### config.mk
export PLATFORM = sky130hd
export DESIGN_NAME = pht_update
export DESIGN_NICKNAME = d
export VERILOG_FILES = /design/src/pht_pkg.sv /design/src/pht_update.sv
export SDC_FILE = /design/constraint.sdc
export NUM_CORES = 1
export LEC_CHECK = 0
export ABC_CLOCK_PERIOD_IN_PS = 16960
export BUFFER_PORTS_ARGS = -buffer_cell sky130_fd_sc_hd__buf_2
export CAP_MARGIN = 20
export CORE_ASPECT_RATIO = 1.5
export CORE_MARGIN = 3
export CORE_UTILIZATION = 35
export DETAILED_ROUTE_END_ITERATION = 12
export SLEW_MARGIN = 20
export SYNTH_ARGS = -nofsm -noshare
export SYNTH_HDL_FRONTEND = slang
export SYNTH_SLANG_ARGS = --single-unit
export TNS_END_PERCENT = 30
### constraint.sdc
create_clock -name vclk -period 16.96
set_clock_uncertainty 0.2 [all_clocks]
set_input_delay 3.392 -clock vclk [all_inputs]
set_output_delay 3.392 -clock vclk [all_outputs]
set_load 0.005 [all_outputs]
### src/pht_pkg.sv
package pht_pkg;

   // Sizing
   localparam int PAGES      = 4096;
   localparam int COUNT_BITS = 16;
   localparam int ADDR_BITS  = $clog2(PAGES);
   localparam int SHIFT_BITS = (COUNT_BITS > 1) ? $clog2(COUNT_BITS) : 1;
   localparam int EPOCH_BITS = 32;

   // Field widths fixed by the interface
   localparam int PAGE_FIELD_BITS  = 12;
   localparam int COUNT_FIELD_BITS = 16;
   localparam int CSR_INDEX_BITS   = 2;
   localparam int CSR_DATA_BITS    = 17;

   localparam logic [15:0] HOT_WRITE_LIMIT_RESET = 16'd4;
   localparam logic [16:0] HOT_READ_LIMIT_RESET  = 17'd8;
   localparam logic [15:0] COOLING_LIMIT_RESET   = 16'd18;

   typedef enum logic [0:0] {
      FUNC_SAMPLE  = 1'b0,
      FUNC_RELEASE = 1'b1
   } pht_func_type;

   typedef enum logic [1:0] {
      KIND_DRAM  = 2'd0,
      KIND_NVM   = 2'd1,
      KIND_WRITE = 2'd2
   } pht_kind_type;

   typedef enum logic [1:0] {
      REQ_NONE = 2'd0,
      REQ_HOT  = 2'd1,
      REQ_COLD = 2'd2
   } pht_request_type;

   typedef enum logic [CSR_INDEX_BITS-1:0] {
      CSR_HOT_WRITE_LIMIT = 2'd0,
      CSR_HOT_READ_LIMIT  = 2'd1,
      CSR_COOLING_LIMIT   = 2'd2
   } pht_csr_index_type;

   typedef enum logic [1:0] {
      ST_CLEAR,
      ST_IDLE,
      ST_UPDATE
   } pht_state_type;

   typedef struct packed {
      logic                       func;
      logic [PAGE_FIELD_BITS-1:0] page_index;
      logic [1:0]                 event_kind;
      logic                       mapped;
   } pht_req_type;

   typedef struct packed {
      logic [1:0]                  request;
      logic [PAGE_FIELD_BITS-1:0]  page_out;
      logic [COUNT_FIELD_BITS-1:0] decayed_count;
      logic [EPOCH_BITS-1:0]       epoch_out;
   } pht_rsp_type;

   // One page entry of the counter memory
   typedef struct packed {
      logic [EPOCH_BITS-1:0] epoch;
      logic [COUNT_BITS-1:0] wr_cnt;
      logic [COUNT_BITS-1:0] nvm_cnt;
      logic [COUNT_BITS-1:0] dram_cnt;
   } pht_row_type;

   localparam int ROW_BITS = $bits(pht_row_type);

   typedef struct packed {
      logic [15:0] hot_write_limit;
      logic [16:0] hot_read_limit;
      logic [15:0] cooling_limit;
   } pht_cfg_type;

   // Update stage results handed back to control
   typedef struct packed {
      logic                  wr_en;
      pht_row_type           row;
      logic [EPOCH_BITS-1:0] epoch_next;
      pht_rsp_type           rsp;
   } pht_upd_type;

endpackage

### src/pht_update.sv
module pht_update
   import pht_pkg::*;
(
   input  pht_req_type           item,
   input  pht_row_type           row,
   input  pht_cfg_type           cfg,
   input  logic [EPOCH_BITS-1:0] global_epoch,
   output pht_upd_type           upd
);

   localparam logic [COUNT_BITS-1:0] CNT_MAX = '1;

   logic                  in_range;
   logic                  is_release;
   logic                  is_sample;
   logic [COUNT_BITS-1:0] old_cnt;
   logic [COUNT_BITS-1:0] inc_cnt;
   logic [COUNT_BITS-1:0] dram_i;
   logic [COUNT_BITS-1:0] nvm_i;
   logic [COUNT_BITS-1:0] wr_i;
   logic [COUNT_BITS:0]   reads;
   logic                  hot;
   logic [EPOCH_BITS-1:0] age;
   logic [COUNT_BITS-1:0] decayed;
   logic                  cool_step;

   assign in_range   = 32'(item.page_index) < 32'(PAGES);
   assign is_release = (item.func == FUNC_RELEASE);
   assign is_sample  = (item.func == FUNC_SAMPLE) && item.mapped &&
                       ((item.event_kind == KIND_DRAM) || (item.event_kind == KIND_NVM) ||
                        (item.event_kind == KIND_WRITE));

   always_comb begin
      case (item.event_kind)
         KIND_DRAM:  old_cnt = row.dram_cnt;
         KIND_NVM:   old_cnt = row.nvm_cnt;
         KIND_WRITE: old_cnt = row.wr_cnt;
         default:    old_cnt = '0;
      endcase
   end

   // saturating increment
   assign inc_cnt = (old_cnt == CNT_MAX) ? old_cnt : old_cnt + 1'b1;

   assign dram_i = (item.event_kind == KIND_DRAM)  ? inc_cnt : row.dram_cnt;
   assign nvm_i  = (item.event_kind == KIND_NVM)   ? inc_cnt : row.nvm_cnt;
   assign wr_i   = (item.event_kind == KIND_WRITE) ? inc_cnt : row.wr_cnt;

   assign reads = (COUNT_BITS+1)'(dram_i) + (COUNT_BITS+1)'(nvm_i);
   assign hot   = (33'(wr_i) >= 33'(cfg.hot_write_limit)) ||
                  (33'(reads) >= 33'(cfg.hot_read_limit));

   // lazy decay: shift by epochs elapsed, zero once the age reaches the counter width
   assign age     = global_epoch - row.epoch;
   assign decayed = (age >= EPOCH_BITS'(COUNT_BITS)) ? '0 : (inc_cnt >> age[SHIFT_BITS-1:0]);

   assign cool_step = (33'(decayed) > 33'(cfg.cooling_limit));

   always_comb begin
      upd            = '0;
      upd.row        = row;
      upd.epoch_next = global_epoch;
      upd.rsp.request       = REQ_NONE;
      upd.rsp.page_out      = item.page_index;
      upd.rsp.decayed_count = '0;
      if (in_range && is_release) begin
         upd.wr_en       = 1'b1;
         upd.row.dram_cnt = '0;
         upd.row.nvm_cnt  = '0;
         upd.row.wr_cnt   = '0;
      end else if (in_range && is_sample) begin
         upd.wr_en        = 1'b1;
         upd.row.dram_cnt = (item.event_kind == KIND_DRAM)  ? decayed : row.dram_cnt;
         upd.row.nvm_cnt  = (item.event_kind == KIND_NVM)   ? decayed : row.nvm_cnt;
         upd.row.wr_cnt   = (item.event_kind == KIND_WRITE) ? decayed : row.wr_cnt;
         upd.row.epoch    = global_epoch;
         upd.rsp.request  = hot ? REQ_HOT : REQ_COLD;
         upd.rsp.decayed_count = COUNT_FIELD_BITS'(decayed);
         if (cool_step) begin
            upd.epoch_next = global_epoch + 1'b1;
         end
      end
      upd.rsp.epoch_out = upd.epoch_next;
   end

endmodule

# Word level (Yosys, flattened, before mapping)
# Cells that the tools add are included.
[totals]
reg_bits = 0
input_bits = 177
output_inout_bits = 175
[op_classes]
add_sub_neg = 4
magnitude_cmp = 4
n_eq_ne = 3
shift = 1
muxes = 18
bitwise_logic = 1
n_reduce_logical = 6
[op_table]
columns = ["cell", "n"]
rows = [
  ["2-to-1 mux 16 bit", 10],
  ["2-to-1 mux 115 bit", 1],
  ["2-to-1 mux 32 bit", 2],
  ["2-to-1 mux 48 bit", 1],
  ["one-hot mux 16 bit (3 select lines)", 1],
  ["2-to-1 mux 34 bit", 1],
  ["adder 32 x 1 -> 32 bit (second input constant)", 1],
  [">= comparator 32 x 5 -> 1 bit (second input constant)", 1],
  ["subtractor 32 bit", 1],
  ["adder 16 x 16 -> 17 bit", 1],
  [">= comparator 17 bit", 1],
  ["adder 16 x 1 -> 16 bit (second input constant)", 1],
  ["== test 16 bit (second input constant)", 1],
  [">= comparator 16 bit", 1],
  ["> comparator 16 bit", 1],
  ["right shift 16 x 4 -> 16 bit", 1],
  ["logical OR 1 bit", 3],
  ["== test 2 x 1 -> 1 bit (second input constant)", 1],
  ["== test 2 bit (second input constant)", 1],
  ["logical AND 1 bit", 2],
  ["zero test 2 bit", 1],
  ["2-to-1 mux 2 bit", 1],
  ["2-to-1 mux 1 bit", 1],
  ["inverter 1 bit", 1],
]

# Logic depth before layout (Yosys ltp)
# Gate-level depths: netlist (run 1).
[logic_depth]
ltp_word = 11
ltp_mapped = 34
mapped_depth_nobuf = 30

# Least setup slack after synthesis (run 1)
# No wires, ideal clock.
[synth_timing]
kind = "in2out"
start = "in global_epoch[0]"
end = "out upd[88] in the netlist's numbering"
arrival_time_ps = 9065
t_required_ps = 13368
setup_slack_ps = 4303
path_stages = 29
n_path_buf = 3
path_cell_list = "inv_1 ha_1 fa_1 and2b_1 o31a_1 o2111a_1 o21ai_0 a2111oi_0 nor3_1 or3_1 and3_1 and4_1 nand2_1 clkbuf_1 buf_1 nor2_1 ha_1 nor2b_1 o21a_1 o21ai_0 a21oi_1 o31a_1 o21ai_1 nor4_1 and3_1 and4_1 nand4_1 xnor2_1 buf_4"
[synth_rtl]
columns = ["item", "line", "text"]
rows = [
  ["from (decl)", "pht_update.sv:7", "input logic [EPOCH_BITS-1:0] global_epoch,"],
  ["to (decl)", "pht_update.sv:8", "output pht_upd_type upd"],
]

==> flow_summary.toml, run 1 <==
[floorplan]
die_w_um = 136.3
die_h_um = 201.5
start_util_pct = 36.10
num_rows = 70
core-area_mm2 = 0.02470
ios = 352
die_area_mm2 = 0.02747

[clock_tree]
ctsHoldBuffers = 0
postCtsSetupBuffers = 0
cts_resized = 0

[synth]
yosys.area.top_type_share_pct = 13.75
synth_nets = 1644
muxShareOfSynthArea_pct = 6.441
synth-compound-area-share_pct = 29.74
synth_xor_area_share_pct = 6.862
ys_warn_count = 0
synth_fa_ha_area_share_pct = 14.20
syn_area_per_cell_um2 = 6.522
ys_seq_area_share_pct = 0
ys_types = 95
syn-cell-area_mm2 = 0.008916
ys_top_cells_by_count = "nand2_1, o21ai_0, inv_1"
yosysMostFrequentCell = "nand2_1"
synth_top_family_by_area = "simple AND/OR/NAND/NOR gates"
synthSimpleGateAreaFrac_pct = 31.01
synth_area_leaders = "ha_1, o21ai_0, nand2_1, inv_1, xnor2_1"
synthCells = 1367
yosysTopAreaCell = "ha_1"

[finish]
stdcell_area_mm2 = 0.01040
post-route-util_pct = 42.11
multi_input_area_mm2 = 0.007880
area_growth_syn_to_layout_pct = 16.64
clock_buffers = 0
seq_cell_count = 0
nFillCells = 2700
register_area_um2 = 0
layout-drive-gt1-share_pct = 24.42
fin_nets = 1868
num_antenna_cells = 0

[worst_setup_path]
path_class = "in2out"
cp_cell_sequence = "buf_2, nor2b_2, a2bb2oi_1, nand4b_1, nor3_4, a2111oi_4, xnor2_1, mux2i_1, mux2_2, and2_1, a222oi_1, nor2_1, ha_1, nand4_1, a21oi_1, o31a_1, o21ai_1, buf_4, nor4_1, and3_1, and4_1, nand3_1, xnor2_1, buf_2"
cp_slowest_stage_delay_ns = 0.89
cp_max_fo = 23
cpLargestDelayFamily = "simple AND/OR/NAND/NOR gates"
worstPathArrival_ns = 11.31
worst-path-buf-inv = 3
crit_path_start_kind = "input pin"
endpoint_kind = "output port"
crit_slowest_cell = "nor4_1"
worstPathRequired_ns = 13.37

[placement]
hpwl_mm = 29.81
portBuffers = 328
place_area_mm2 = 0.01040
gp_congestion = 0.9348

[pwr]
p_sw_w = 0.0002269
p_seq_share_pct = 0
power_leakage_nw = 5.151
p_clk_share_pct = 0
p_sw_share_pct = 60.19
intPower_w = 0.0001501
power_w = 0.0003770
comb_power_share_pct = 100.0
p_per_area_mw_per_mm2 = 36.25
vdd_drop_max_mv = 0.01465

[drt]
dr.pass1.iters = 7
drt-total-wl_mm = 35.16
vias_per_cell = 5.698
vias = 10900
avgRoutedWirePerCell_um = 18.38
ant_nets = 0
drtIter0Drc = 680
drc = 0

[sta]
slew_violations = 0
period_share_pct = 87.86
tightest_slew_ns = 1.068
setup_tns_ns = 0
fin_crit_ns = 14.90
max_freq_ghz = 0.06711
slew-limit-headroom_pct = 28.12
hold_viol_final = 0
rsz0062_at_grt = "false"
hold_ws_ns = 6.584
finalSetupViolations = 0

[global_routing]
grt_max_degree = 61
grt_pass1_vias = 10502
grt_pass1_wl_mm = 54.09
overflow = 0
grt_antenna_before_repair = 0
grt_use_total_pct = 23.96

[job]
cap_violations = 0

[worst_hold_path]
holdCritPathClass = "in2out"

[status]
status = "complete, no violations"
==> power groups by stage <==
stage / clock [W] / sequential (W) / combinational, W
2_1_floorplan: 0 / 0 / 0.000255
3_3_place_gp: 0 / 0 / 0.000370
3_5_place_dp: 0 / 0 / 0.000372
4_1_cts: 0 / 0 / 0.000375
5_1_grt: 0 / 0 / 0.000417
6_report: 0 / 0 / 0.000377
==> through the flow <==
stage / worst slack (ns) / std cells
floorplan: 4.303 / 1367
global placement: 2.257 / 1913
detailed placement: 2.129 / 1913
CTS: 2.112 / 1913
global route: 1.557 / 1913
finish: 2.059 / 1913
==> layout make-up <==
type | instances | share of cell area, %
inverter | 108 | 3.898
multi-input combinational | 1144 | 75.77
tap | 324 | 3.898
timing repair buffer | 337 | 16.43
==> cell usage in the layout, fill, tap and decap left out, types with 5 or more instances in the layout <==
cell type	count
nand2b_1	18
mux2_2	11
a221oi_1	5
a21oi_1	60
mux2i_1	36
nor2_1	81
o2bb2ai_1	9
nand3b_1	41
a211oi_1	14
buf_4	9
or2_2	9
or3_1	18
o211ai_1	7
and4_1	6
xnor2_1	45
nor2b_1	17
nand3_1	36
o21a_1	11
a31oi_1	9
inv_1	108
buf_2	328
ha_1	98
and2_1	9
nand2_1	154
nand4_1	28
o21ai_0	145
a211o_1	6
nor3_1	47
a2111oi_0	7
xor2_1	23
a21o_1	35
nor4_1	21
and3_1	19
o31ai_1	22
==> final timing paths <==
| path | startpoint | end | cells after the start |
|---|---|---|---|
| worst min-delay path | item[3] | upd[48] | 0 |
| worst max-delay path | item[2] | upd[30] | 24 |
==> metal layers <==
metal  wire length [um]  global-route usage [%]
met5                  0                       0
met1              13460                   26.86
met2              18620                   47.15
met4               1467                   7.709
met3               1617                  0.9505
==> cell families (layout without fill, tap and decap cells) <==
kind of cell	Yosys count	in the layout
buffers and inverters	223	445
AO/OA/AOI/OAI	394	394
AND/OR/NAND/NOR	530	530
adder cells (fa/ha/maj)	100	100
multiplexers	51	51
XOR/XNOR	69	69
Power figures use the tool's default switching activity.
==> run 2: changes to the inputs <==
Settings changed: CORE_AREA from default to 3 3 134 136, CORE_ASPECT_RATIO 1.5 to default, CORE_MARGIN 3 to default, CORE_UTILIZATION 35 to default, DIE_AREA from default to 0 0 137 139, PLACE_DENSITY from default to 0.85.
==> run 2 against run 1 <==
Combinational power up 2%. Critical path depth down 1. Setup slack worse by 0.12 ns. Critical path type unchanged.
==> flow_summary.toml, run 2 (synthesis gave the netlist of run 1 again) <==
[status]
status = "complete, no violations"

[global_routing]
grt_max_degree = 68
grt_pass1_vias = 10458
overflow = 0
grt_use_total_pct = 35.11
grt_pass1_wl_mm = 54.83
grt_antenna_before_repair = 1

[floorplan]
die_w_um = 137
core-area_mm2 = 0.01706
die_h_um = 139
start_util_pct = 52.27
ios = 352
num_rows = 48
die_area_mm2 = 0.01904

[sta]
tightest_slew_ns = 1.087
fin_crit_ns = 15.02
slew_violations = 0
max_freq_ghz = 0.06658
rsz0062_at_grt = "false"
slew-limit-headroom_pct = 26.74
period_share_pct = 88.56
setup_tns_ns = 0
hold_viol_final = 0
finalSetupViolations = 0

[pwr]
vdd_drop_max_mv = 0.02315
p_clk_share_pct = 0
comb_power_share_pct = 100.0
intPower_w = 0.0001517
p_per_area_mw_per_mm2 = 37.46
p_seq_share_pct = 0
p_sw_w = 0.0002332
power_leakage_nw = 5.151
p_sw_share_pct = 60.58

[placement]
portBuffers = 328
hpwl_mm = 29.71
place_area_mm2 = 0.01028
gp_congestion = 1.089

[worst_setup_path]
worstPathRequired_ns = 13.37
cp_cell_sequence = "buf_2, nor2b_2, a2bb2oi_1, nand4b_1, nor3_4, a2111oi_4, xnor2_1, mux2i_1, mux2_2, and2_1, a222oi_1, nor2_1, ha_1, nand4_1, a21oi_1, o31a_1, o21ai_1, nor3_1, nand4_1, nor2_1, nand4_1, xnor2_1, buf_2"
worstPathArrival_ns = 11.43
cp_max_fo = 23
endpoint_kind = "output port"
cpMostUsedCell = "nand4_1"
crit_slowest_cell = "nor2b_2"
cp_slowest_stage_delay_ns = 0.84
path_class = "in2out"
crit_path_start_kind = "input pin"

[drt]
ant_nets = 0
dr.pass1.iters = 8
drt-total-wl_mm = 36.32
drc = 0
vias = 11511
avgRoutedWirePerCell_um = 20.02
vias_per_cell = 6.346
drtIter0Drc = 952

[finish]
fin_nets = 1868
nFillCells = 1683
register_area_um2 = 0
area_growth_syn_to_layout_pct = 15.25
final_cell_mix = "buf_2, nand2_1, o21ai_0"
num_antenna_cells = 0
stdcell_area_mm2 = 0.01028
mostFrequentLayoutCell = "buf_2"
layout-drive-gt1-share_pct = 24.42
seq_cell_count = 0
clock_buffers = 0

[clock_tree]
postCtsSetupBuffers = 0
ctsHoldBuffers = 0
cts_resized = 0

[job]
cap_violations = 0

[worst_hold_path]
holdCritPathClass = "in2out"
==> run 2: cell counts in the layout (fill, tap and decap cells not counted) <==
Identical to the previous run, type by type.
==> run 2: worst paths after layout <==
kind                start  cells past startpoint  slack (ns)      end
hold / removal    item[3]                      0        6.58  upd[48]
setup / recovery  item[2]                     23        1.94  upd[91]
==> run 2: routing by layer <==
layer  up-vias  global-route usage (%)  wire length, um  share of wire, %
met5         -                       0               12             0.033
met4         2                   18.49             2255               6.2
met3       151                   4.064             3093               8.5
met2       663                   61.06            17350                48
met1      5290                   41.68            13610                37
li1       5405                       -                -                 -
==> run 2: power groups by stage <==
stage          Sequential [W]  Combinational [W]  Clock [W]
6_report                    0           0.000385          0
5_1_grt                     0           0.000418          0
4_1_cts                     0           0.000375          0
3_5_place_dp                0           0.000373          0
3_3_place_gp                0           0.000369          0
2_1_floorplan               0           0.000255          0
==> run 2: metrics by stage <==
stage                     setup slack (ns)  hold slack [ns]  utilization (%)  cells  total power (W)
after global routing                 1.537            6.584            60.25   1814        0.0004180
after floorplan                      4.303            6.651                -   1367        0.0002551
after detailed placement             2.099            6.584            60.25   1814        0.0003733
after CTS                            2.081            6.584            60.25   1814        0.0003752
final                                1.939            6.584            60.25   1814        0.0003850
after global placement               2.257            6.584            60.25   1814        0.0003692
==> run 2: cell type report <==
class	instances	area (um^2)	area share, %
multi-input cells	1144	7880	76.68
repair buffers	337	1709	16.63
inverters	108	405.4	3.945
well taps	225	281.5	2.740
==> run 2: critical path, delay by kind of cell <==
| family | cells | cell delay, ns |
|---|---|---|
| simple gates | 10 | 3.83 |
| compound gates | 6 | 1.91 |
| mux | 2 | 0.58 |
| xor+xnor | 2 | 0.77 |
| buf+inv | 2 | 0.62 |
| fa+ha+maj | 1 | 0.31 |
